`src/sv/stqt_pkg.sv`:
```
// shared types and codes for the sorted expiry timer queue
package stqt_pkg;

    localparam int DEPTH_DEF = 16;

    localparam logic [1:0] OP_PUSH = 2'd0;
    localparam logic [1:0] OP_POP  = 2'd1;
    localparam logic [1:0] OP_PEEK = 2'd2;

    localparam logic [1:0] ST_OK    = 2'd0;
    localparam logic [1:0] ST_FULL  = 2'd1;
    localparam logic [1:0] ST_EMPTY = 2'd2;

    typedef struct packed {
        logic [31:0] address;
        logic [63:0] delay;
        logic [63:0] expiry;
    } t_slot;

    typedef struct packed {
        logic  push;
        logic  pop;
        t_slot fresh;
    } t_ctl;

endpackage

```
`src/sv/stqt_cell.sv`:
```
// one cell of the sorted chain: holds one entry, shifts right on insert, left on pop
module stqt_cell import stqt_pkg::*; (
    input  logic  i_clk,
    input  logic  i_rst_n,
    input  t_ctl  i_ctl,
    input  t_slot i_prev_slot,
    input  logic  i_prev_valid,
    input  logic  i_prev_keep,
    input  t_slot i_next_slot,
    input  logic  i_next_valid,
    output t_slot o_slot,
    output logic  o_valid,
    output logic  o_keep
);

    t_slot r_slot;
    logic  r_valid;

    assign o_keep  = r_valid && (r_slot.expiry <= i_ctl.fresh.expiry);
    assign o_slot  = r_slot;
    assign o_valid = r_valid;

    always_ff @(posedge i_clk) begin
        if (!i_rst_n) begin
            r_valid <= 1'b0;
        end else if (i_ctl.push) begin
            if (!o_keep) begin
                r_valid <= i_prev_keep ? 1'b1 : i_prev_valid;
            end
        end else if (i_ctl.pop) begin
            r_valid <= i_next_valid;
        end
    end

    always_ff @(posedge i_clk) begin
        if (i_ctl.push) begin
            if (!o_keep) begin
                r_slot <= i_prev_keep ? i_ctl.fresh : i_prev_slot;
            end
        end else if (i_ctl.pop) begin
            r_slot <= i_next_slot;
        end
    end

endmodule

```
`config.mk`:
```
export PLATFORM = sky130hd
export DESIGN_NAME = stqt_cell
export DESIGN_NICKNAME = d
export VERILOG_FILES = /design/src/sv/stqt_pkg.sv /design/src/sv/stqt_cell.sv
export SDC_FILE = /design/constraint.sdc
export NUM_CORES = 1
export LEC_CHECK = 0
export BUFFER_PORTS_ARGS = -buffer_cell sky130_fd_sc_hd__buf_2
export CELL_PAD_IN_SITES_DETAIL_PLACEMENT = 0
export CELL_PAD_IN_SITES_GLOBAL_PLACEMENT = 2
export CORE_AREA = 2 2 253 255
export DETAILED_ROUTE_END_ITERATION = 7
export DIE_AREA = 0 0 255 257
export GPL_ROUTABILITY_DRIVEN = 0
export PLACE_DENSITY = 0.68
export SETUP_SLACK_MARGIN = 0.4
export SLEW_MARGIN = 20
export SYNTH_ARGS = -nofsm -noshare
export SYNTH_HDL_FRONTEND = slang
export SYNTH_SLANG_ARGS = --single-unit
```
`constraint.sdc`:
```
create_clock -name i_clk -period 12.3 [get_ports i_clk]
set_clock_uncertainty 0.1 [all_clocks]
set_input_delay 0.615 -clock i_clk [delete_from_list [all_inputs] [get_ports i_clk]]
set_output_delay 0.615 -clock i_clk [all_outputs]
set_load 0.05 [all_outputs]
```
Yosys cells after proc, flatten, opt, wreduce, memory -nomap -nowiden
Cells that the tools add are included.
- word-level logic and storage cells: 17
- register bits: 161
- output and inout port bits: 162
- bits of input ports: 487
- magnitude comparators: 1
- equality and inequality tests: 1
- reductions and logical operators: 3
- mux-type cells: 8
- operator list (kind ; count):
    160-bit 2-to-1 mux ; 4
    64-bit less-or-equal comparator ; 1
    1-bit 2-to-1 mux ; 4
    2-bit != test (second input constant) ; 1
    2-bit AND reduction ; 1
    2-bit nonzero test ; 1
    1-bit logical AND ; 1

Logic depth before layout (Yosys ltp)
- word-level depth: 4
- mapped depth: 9

Worst setup path after synthesis
OpenSTA, ideal clock, no wires.
- path kind: register to register
- start: reg r_slot, in the netlist o_slot[14]
- end: reg r_slot, in the netlist o_slot[0] (enable)
- setup time: 0.536 ns
- stages on the path, launching flop included: 9
- arrival: 5.686 ns
- setup slack: 5.978 ns
- path through: edfxtp_1 -> ha_1 -> nand4_1 -> or4_1 -> a21oi_1 -> or4b_1 -> a21oi_2 -> o2111ai_2 -> a31o_1
- cells in the longest elaborated chain, start to end: 4
- RTL lines (item ; RTL line ; source):
    from (decl) ; stqt_cell.sv:16 ; t_slot r_slot;
    from (signal assigned) ; stqt_cell.sv:38 ; r_slot <= i_prev_keep ? i_ctl.fresh : i_prev_slot;
    from (signal assigned) ; stqt_cell.sv:41 ; r_slot <= i_next_slot;
    64-bit less-or-equal comparator ; stqt_cell.sv:19 ; assign o_keep = r_valid && (r_slot.expiry <= i_ctl.fresh.expiry);
    1-bit logical AND ; stqt_cell.sv:19 ;
    2-bit != test (no line) ; n/a ;
    2-bit AND reduction (no line) ; n/a ;
No other way between the ends.
A chain may end at the register's enable or synchronous reset.

Worst setup path after layout
- start: reg r_slot, in the netlist o_slot[61]
- end: reg r_slot, in the netlist o_slot[139] (enable)
The elaborated chain is that of the path after synthesis.

==> out/summary.txt <==
Iter 0 DRT Violations = 443
Reg clk slew, reported paths = 70 ps
worst setup path start = o_slot[61]
Vias/cell = 3.87
CORE AREA = 62700 um2
Pwr per Cell Area = 124 nW/um2
wire per inst = 19.1 um
critical-path cell list = ha_1 -> nand4_1 -> nor4b_1 -> nand3_1 -> nor2_1 -> a21oi_2 -> o2111ai_2 -> a31o_4 -> buf_4
root buf cell = clkbuf_16
worst min-delay path startpoint = i_prev_valid
Area Overhead vs Synth = 49.0%
grt ovf = 0
DRT Pass-1 Iters = 7
status = finished clean
Setup Buffers After CTS = 0
Hold/Removal Path Class = primary input to flip-flop
register area share after synthesis = 0.497
Max Cap Viol = 0
Max Root-Sink Buffers = 2
Nets = 2102
Final period util = 0.334
vias in the first global route = 9479
Tightest Pin Transition = 941 ps
Post-Route Setup TNS = 0 ps
routed vias = 9347
initial core utilization = 0.155
share of cells above drive strength 1 = 0.443
Critical Path Source Type = flip-flop
WP buf/inv = 1
Slew Limit Headroom = 0.372
total clock sinks = 161
Layout fillers = 6992
IO Count = 649
fmax = 243 MHz
clock buffer count from CTS = 17
Port Buffers = 648
P_leak = 0.00692 uW
Fin. Hold Viols = 0
Post-Layout Cell Count = 2415
peak supply drop = 0.0000855 V
Hold Path Stages = 3
number of synthesized flops with an enable pin = 160
delay-heaviest family, CP = simple AND/OR/NAND/NOR gates
area of the multi-input gates = 4440 um2
P_int = 1120 uW
clock network fraction of design power = 0.302
crit path DAT = 4100 ps
FF+latch count, synth = 161
flip-flop and latch area = 4820 um2
Sw Share = 0.372
drt drc = 0
Die Ht = 257 um
Die Width = 255 um
worst r2r src = o_slot[61]
unrepaired setup endpoints after global routing = false
most frequent cells in the layout = 646 x buf_2, 185 x a21oi_1, 164 x nor2_1
critical path endpoint category = flip-flop
reg2reg path depth = 9
Synth Area per Inst = 10.4 um2
final count of negative-setup-slack endpoints = 0
min cycle time layout = 4110 ps
Net Switching = 664 uW
Slew Limit Fails = 0
register share of total power = 0.390
row count = 92
Hold Slack = 351 ps
yosys warns = 0
Clock Latency Late Sink = 460 ps
critical path type = flip-flop to flip-flop
hold endpoint = o_valid
Gate power share = 0.308
depth of the CTS H-tree = 4
placed insts = 2378
largest net degree at the start of global routing = 104
Post-Syn Instances = 931
most common library cell in the layout ignoring fill and taps = buf_2
Mapped Area = 9710 um2
flop-to-flop setup slack = 8190 ps
Post-DRT Antenna Nets = 0
Main synth FF type = edfxtp_1
Worst EP required = 12290 ps
die area = 65500 um2
antenna violations before repair = 15
syn_nets = 1482
Crit Path Max Fanout = 65
CTS Hold Bufs = 0
Reg-to-Reg End = o_slot[139]
max incr delay on CP = 730 ps
Netlist cell types = 37
slowest stage cell on the critical path = buf_4
CTS resizes = 0
dpl hpwl = 39200 um
fraction of registers with async set/reset = 0
total track usage = 0.136
final WL = 46100 um
global-route wire length before repair = 63000 um
CTS tree = yes
-- layout make-up --
type,instances,share of cell area
clock buffer,17,0.0294
antenna,6,0.00104
multi-input combinational,652,0.307
sequential,161,0.334
tap,846,0.0732
timing repair buffer,655,0.229
clock inverter,14,0.00995
inverter,64,0.0166
-- worst max path at each step --
stage / to / slack [ps] / depth (start not counted)
final: o_slot[139] / 8190 / 9
after global routing: o_slot[139] / 7830 / 9
after CTS: o_slot[119] / 8070 / 9
after detailed placement: o_slot[119] / 7660 / 11
after global placement: o_slot[93] / 7780 / 11
after floorplan: o_slot[0] / 5980 / 8
-- cells in the mapped netlist (2+ instances only) --
cell type | count | area share
a21oi_2 | 3 | 0.0027
clkbuf_1 | 41 | 0.016
buf_2 | 10 | 0.0052
a21o_1 | 5 | 0.0039
edfxtp_1 | 160 | 0.49
nor3_1 | 2 | 0.0010
nor4_1 | 2 | 0.0013
ha_1 | 64 | 0.082
o21ai_0 | 9 | 0.0046
buf_1 | 3 | 0.0012
and4_1 | 2 | 0.0018
inv_1 | 64 | 0.025
nor2b_1 | 3 | 0.0019
nand4_1 | 9 | 0.0058
nor2_1 | 164 | 0.063
mux2i_1 | 160 | 0.16
a21oi_1 | 185 | 0.095
a22o_1 | 2 | 0.0018
nand2_1 | 18 | 0.0070
nand3_1 | 8 | 0.0041
-- stage by stage --
stage | util | power, uW | instance area (um2) | setup slack (ps)
2_1_floorplan | - | 1050 | 9710 | 5980
3_3_place_gp | 0.221 | 1270 | 13900 | 7780
3_5_place_dp | 0.221 | 1270 | 13900 | 7660
4_1_cts | 0.230 | 1830 | 14400 | 8070
5_1_grt | 0.230 | 1880 | 14500 | 7830
6_report | 0.230 | 1790 | 14500 | 8190
-- worst min-delay path, cell delays in order --
cell and delay, ps:
buf_2 80, nor3b_1 40, a31oi_1 140
-- cells by family (layout without fill, tap and decap cells) --
| family | Yosys count | in the layout | synth area share |
|---|---|---|---|
| AOI/OAI and AO/OA | 214 | 214 | 0.117 |
| adders and majority gates | 64 | 64 | 0.0825 |
| buffers and inverters | 118 | 750 | 0.0469 |
| DFF | 161 | 161 | 0.497 |
| muxes | 161 | 161 | 0.166 |
| other | 0 | 6 | 0 |
| and+or+nand+nor | 213 | 213 | 0.0905 |
-- state kept, by name (all words and copies together), names as in the netlist --
signal,flops
o_slot,160
o_valid,1
-- power by group through the flow --
stage	Sequential, uW	Clock [uW]	Combinational [uW]
6_report	697	539	551
2_1_floorplan	899	0	155
3_5_place_dp	710	0	561
5_1_grt	703	581	595
4_1_cts	698	566	563
3_3_place_gp	709	0	561
-- per-layer routing --
metal / wire length [um] / GRT usage / share of wire
met3: 4030 / 0.0497 / 0.087
met5: 63 / 0 / 0.0014
met1: 17700 / 0.147 / 0.38
met4: 1430 / 0.0531 / 0.031
met2: 22900 / 0.238 / 0.50
Note: power is estimated with default switching activity, not from simulation.
